--- src/rtl/core/pfrgd_pkg.sv ---
// Package for the page framebuffer drawer: shared types, action codes and
// default screen geometry. No dependencies.
`timescale 1ns / 1ps
package pfrgd_pkg;

  localparam int DefScreenWidth  = 128;
  localparam int DefScreenHeight = 64;

  typedef enum logic [1:0] {
    ACT_CLEAR = 2'd0,
    ACT_FILL  = 2'd1,
    ACT_GLYPH = 2'd2,
    ACT_READ  = 2'd3
  } action_e;

  typedef struct packed {
    action_e     action;
    logic [8:0]  pos_x;
    logic [8:0]  pos_y;
    logic [7:0]  rect_width;
    logic [7:0]  rect_height;
    logic        pixel_on;
    logic [34:0] glyph_bits;
    logic [3:0]  glyph_scale;
    logic [2:0]  read_page;
    logic [6:0]  read_column;
  } item_t;

endpackage

--- src/rtl/core/pfrgd_front.sv ---
// Front part of the drawer: accepts input beats and queues them for the back part.
// Depends on pfrgd_pkg.
`timescale 1ns / 1ps
module pfrgd_front (
  input  logic            clk_i,
  input  logic            rst_ni,
  input  logic            in_valid_i,
  output logic            in_stall_o,
  input  pfrgd_pkg::item_t in_item_i,
  output logic            q_valid_o,
  input  logic            q_pop_i,
  output pfrgd_pkg::item_t q_item_o
);
  import pfrgd_pkg::*;

  item_t      mem_q [2];
  logic       wr_ptr_q, rd_ptr_q;
  logic [1:0] cnt_q;
  logic       push, pop;

  assign in_stall_o = (cnt_q == 2'd2);
  assign push       = in_valid_i && !in_stall_o;
  assign pop        = q_pop_i && q_valid_o;
  assign q_valid_o  = (cnt_q != 2'd0);
  assign q_item_o   = mem_q[rd_ptr_q];

  always_ff @(posedge clk_i) begin
    if (push) begin
      mem_q[wr_ptr_q] <= in_item_i;
    end
  end

  always_ff @(posedge clk_i or negedge rst_ni) begin
    if (!rst_ni) begin
      wr_ptr_q <= 1'b0;
      rd_ptr_q <= 1'b0;
      cnt_q    <= 2'd0;
    end else begin
      if (push) wr_ptr_q <= ~wr_ptr_q;
      if (pop) rd_ptr_q <= ~rd_ptr_q;
      cnt_q <= cnt_q + {1'b0, push} - {1'b0, pop};
    end
  end

endmodule

--- config.mk ---
export PLATFORM = sky130hd
export DESIGN_NAME = pfrgd_front
export DESIGN_NICKNAME = d
export VERILOG_FILES = /design/src/rtl/core/pfrgd_pkg.sv /design/src/rtl/core/pfrgd_front.sv
export SDC_FILE = /design/constraint.sdc
export NUM_CORES = 1
export LEC_CHECK = 0
export BUFFER_PORTS_ARGS = -buffer_cell sky130_fd_sc_hd__clkbuf_2
export CORE_ASPECT_RATIO = 0.8
export CORE_UTILIZATION = 56
export CTS_CLUSTER_SIZE = 12
export DETAILED_ROUTE_END_ITERATION = 6
export PLACE_DENSITY_LB_ADDON = 0.15
export SETUP_SLACK_MARGIN = 0.1
export SYNTH_ARGS = -nofsm -noshare
export SYNTH_HDL_FRONTEND = slang
export SYNTH_SLANG_ARGS = --single-unit
--- constraint.sdc ---
create_clock -name clk_i -period 14.9 [get_ports clk_i]
set_input_delay 4.47 -clock clk_i [delete_from_list [all_inputs] [get_ports clk_i]]
set_output_delay 4.47 -clock clk_i [all_outputs]
set_load 0.05 [all_outputs]
Word-level counts from Yosys, hierarchy flattened
Memories as Yosys holds them, arrays and structs flattened.
Index checks and enable logic that the tools add are counted.
Cells by class
  $add $sub $neg: 2
  reduce and logical (&&, ||, !) cells: 4
  eq/ne operators: 1
  multiplexer cells: 2
  bitwise logic cells: 2
Operators by type and width (number)
  $add 2x1->2: 1
  $eq 2x2->1 const B: 1
  $logic_and 1x1->1: 2
  $mux 1: 2
  $not 1->1: 2
  $reduce_bool 2->1: 1
  $sub 2x1->2: 1
  $logic_not 1->1: 1
Storage, ports and cells
  register bits: 4
  output and inout port bits: 88
  memories kept: 1
  input port bits: 90
  memory bits (writable): 172
Memories
  mem_q: words 2, bits a word 86, rd ports 1, clocked after memory_dff 0, write ports 1, line pfrgd_front.sv:16  | item_t mem_q [2];

Depth between registers and ports, before layout
  depth in word-level cells: 5
  gate-level depth with buffers: 7

Worst setup path after synthesis
OpenSTA, ideal clock, no wires.
  path type: input-to-reg
  from: input in_valid_i
  to: memory mem_q[0][0] (netlist bit), enable pin
  data arrival time: 8.148 ns
  path slack: 6.221 ns
  library setup time: 0.531 ns
  stages on the path: 2
  cell sequence: nand2_1 nor2_1
On the way
  word-level cells in the longest chain between the ends: 3
RTL lines
  start: declaration: line pfrgd_front.sv:7  | input logic in_valid_i,
  $logic_and 1x1->1: line pfrgd_front.sv:22  | assign push = in_valid_i && !in_stall_o;
  $mux 1: line pfrgd_front.sv:28  | if (push) begin
  $mux 1 (implied by the code): line pfrgd_front.sv:29  | mem_q[wr_ptr_q] <= in_item_i;
  end: declaration: line pfrgd_front.sv:16
Every way passes these cells.

==> results.json <==
{
  "cp.required_ps": 10430,
  "crit_type": "reg -> out",
  "hold_buffers": 0,
  "rsz0062_at_grt": "false",
  "grt_max_degree": 48,
  "syn_avg_cell_area_um2": 22.8,
  "cts_buffers": 17,
  "clockRootBuffer": "clkbuf_16",
  "io_pins": 178,
  "fin_nets": 568,
  "max_freq_ghz": 0.141,
  "start_kind": "flop",
  "setup_viol": 0,
  "grt_pass1_vias": 3355,
  "wirelength_um": 10900,
  "synth_nets": 378,
  "postRouteAntennaNets": 0,
  "yosys-top-cells-area": "edfxtp_1 79%, mux2_2 9.7%, mux2_4 6.9%",
  "ys_seq_area_share_pct": 80.7,
  "drive_gt1_share_pct": 61.6,
  "cts.sinks": 176,
  "min_period_ps": 7090,
  "overflow": 0,
  "num_antenna_cells": 0,
  "layout.core_utilization_pct": 73.1,
  "grt_use_total_pct": 18.9,
  "path_max_fanout": 47,
  "end_kind": "primary output",
  "grt_pass1_wl_um": 16500,
  "hp-class": "reg -> reg",
  "cp.arrival_ps": 2620,
  "synth_top_area_cell": "edfxtp_1",
  "fin_crit_sh_pct": 47.6,
  "setup_tns_ps": 0,
  "post_cts_resized": 0,
  "leakagePower_uw": 0.00318,
  "clk_pin_slew_worst_paths_ps": 60,
  "ys.warnings.count": 0,
  "synthCells": 286,
  "die_y_um": 98.6,
  "dieArea_mm2": 0.0121,
  "gp_congestion": 0.716,
  "die_w_um": 123,
  "status": "finished, final reports clean",
  "coreArea_mm2": 0.0111,
  "maxCapViolCount": 0,
  "vias_per_cell": 5.12,
  "drt_iter0_markers": 196,
  "clk_latency_ps": 410,
  "wl_per_cell_um": 17.2,
  "finalClockSkew_ps": 10.0,
  "cts_tree": "done",
  "drc": 0,
  "ir_drop_mv": 0.153,
  "ys_seq_elements": 176,
  "dr.pass1.iters": 4,
  "worstMarginPinSlew_ps": 800,
  "synth_area_mm2": 0.00653,
  "port_buffers": 177,
  "synth_cell_type_count": 16,
  "slew_headroom_pct": 46.7,
  "vias": 3241,
  "timing_hold_violations_final": 0,
  "power.density_mw_per_mm2": 237,
  "rows": 34,
  "cts_setup_buffers": 0,
  "cts.htree.levels": 4,
  "dp_hpwl_um": 7100,
  "area_growth_pct": 24.4,
  "cts_buffer_depth": 2,
  "synth_top_area_share_pct": 79.1,
  "initial_core_util_pct": 58.8,
  "final_max_slew_viol_count": 0,
  "antenna_found_initial": 0
}
## cell type report
type | instances | area (um2)
clock inverters | 14 | 130
multi-input cells | 98 | 1190
repair buffers | 181 | 916
flip-flops and latches | 176 | 5270
fillers | 669 | 2990
clock buffers | 18 | 429
well taps | 144 | 180
inverters | 2 | 7.51
## layout by cell type (no fill, tap or decap), drive strengths merged, types with 2 or more instances in the layout
cell and count:
inv 6, clkbuf 195, xnor2 3, mux2 86, clkinv 3, dfrtp 4, clkinvlp 6, ha 2
buf 4, edfxtp 172
## critical path: stages, from the launching register on
cell and delay, ps:
dfrtp_4 950, buf_4 590, mux2_2 410, clkbuf_2 240
## synth_stat cells
cell,number
and2_1,1
and3_1,1
buf_2,5
buf_6,5
dfrtp_1,4
edfxtp_1,172
ha_1,2
inv_1,2
mux2_2,56
mux2_4,30
nand2_1,1
nand2b_1,1
nor2_1,1
or2_2,1
xnor2_1,3
xor2_1,1
## routing by layer
layer  vias to the layer above  part of all wire (%)  global-route usage [%]
met1                      1563                    40                    23.2
met3                        10                    10                    8.91
li1                       1519                     -                       -
met4                         0                   1.2                    5.82
met2                       149                    48                    29.9
met5                         -                     0                       0
## through the flow
stage               hold slack (ps)  area (um2)  cells  setup slack (ps)  total power, uW
floorplan                       461        6530    286              6220             1390
global placement                496        7560    601              8210             1520
detailed placement              527        7560    601              8210             1530
CTS                             543        8120    633              7760             1950
global route                    564        8120    633              7660             2000
finish                          544        8120    633              7810             1930
## kinds of logic after synthesis
logic type / count (synthesis) / synth area share, %
adder cells (fa/ha/maj): 2 / 0.383
flip-flops: 176 / 80.7
multiplexers: 86 / 16.6
buffers and inverters: 12 / 1.36
AND/OR/NAND/NOR: 6 / 0.499
XOR/XNOR: 4 / 0.537
## final timing paths
check	startpoint	to	slack, ps	depth (start not counted)
hold reg to reg	cnt_q[0]$_DFF_PN0_	cnt_q[0]$_DFF_PN0_	540	1
max in group asynchronous	rst_ni	rd_ptr_q$_DFFE_PN0P_	10900	1
setup / recovery	rd_ptr_q$_DFFE_PN0P_	q_item_o[9]	7810	3
hold / removal	cnt_q[0]$_DFF_PN0_	cnt_q[0]$_DFF_PN0_	540	1
min in group asynchronous	rst_ni	cnt_q[1]$_DFF_PN0_	3860	1
setup reg to reg	cnt_q[1]$_DFF_PN0_	mem_q[1][23]$_DFFE_PP_	12750	3
## state kept, by name, summed over array words and instances, names as in the netlist
register / flops
cnt_q: 2
mem_q: 172
rd_ptr_q: 1
wr_ptr_q: 1
## power breakdown
group	internal [uW]	switching [uW]
Clock	232	180
Sequential	678	58.0
Combinational	226	553
Total	1140	791
Note: power is estimated with default switching activity, not from simulation.
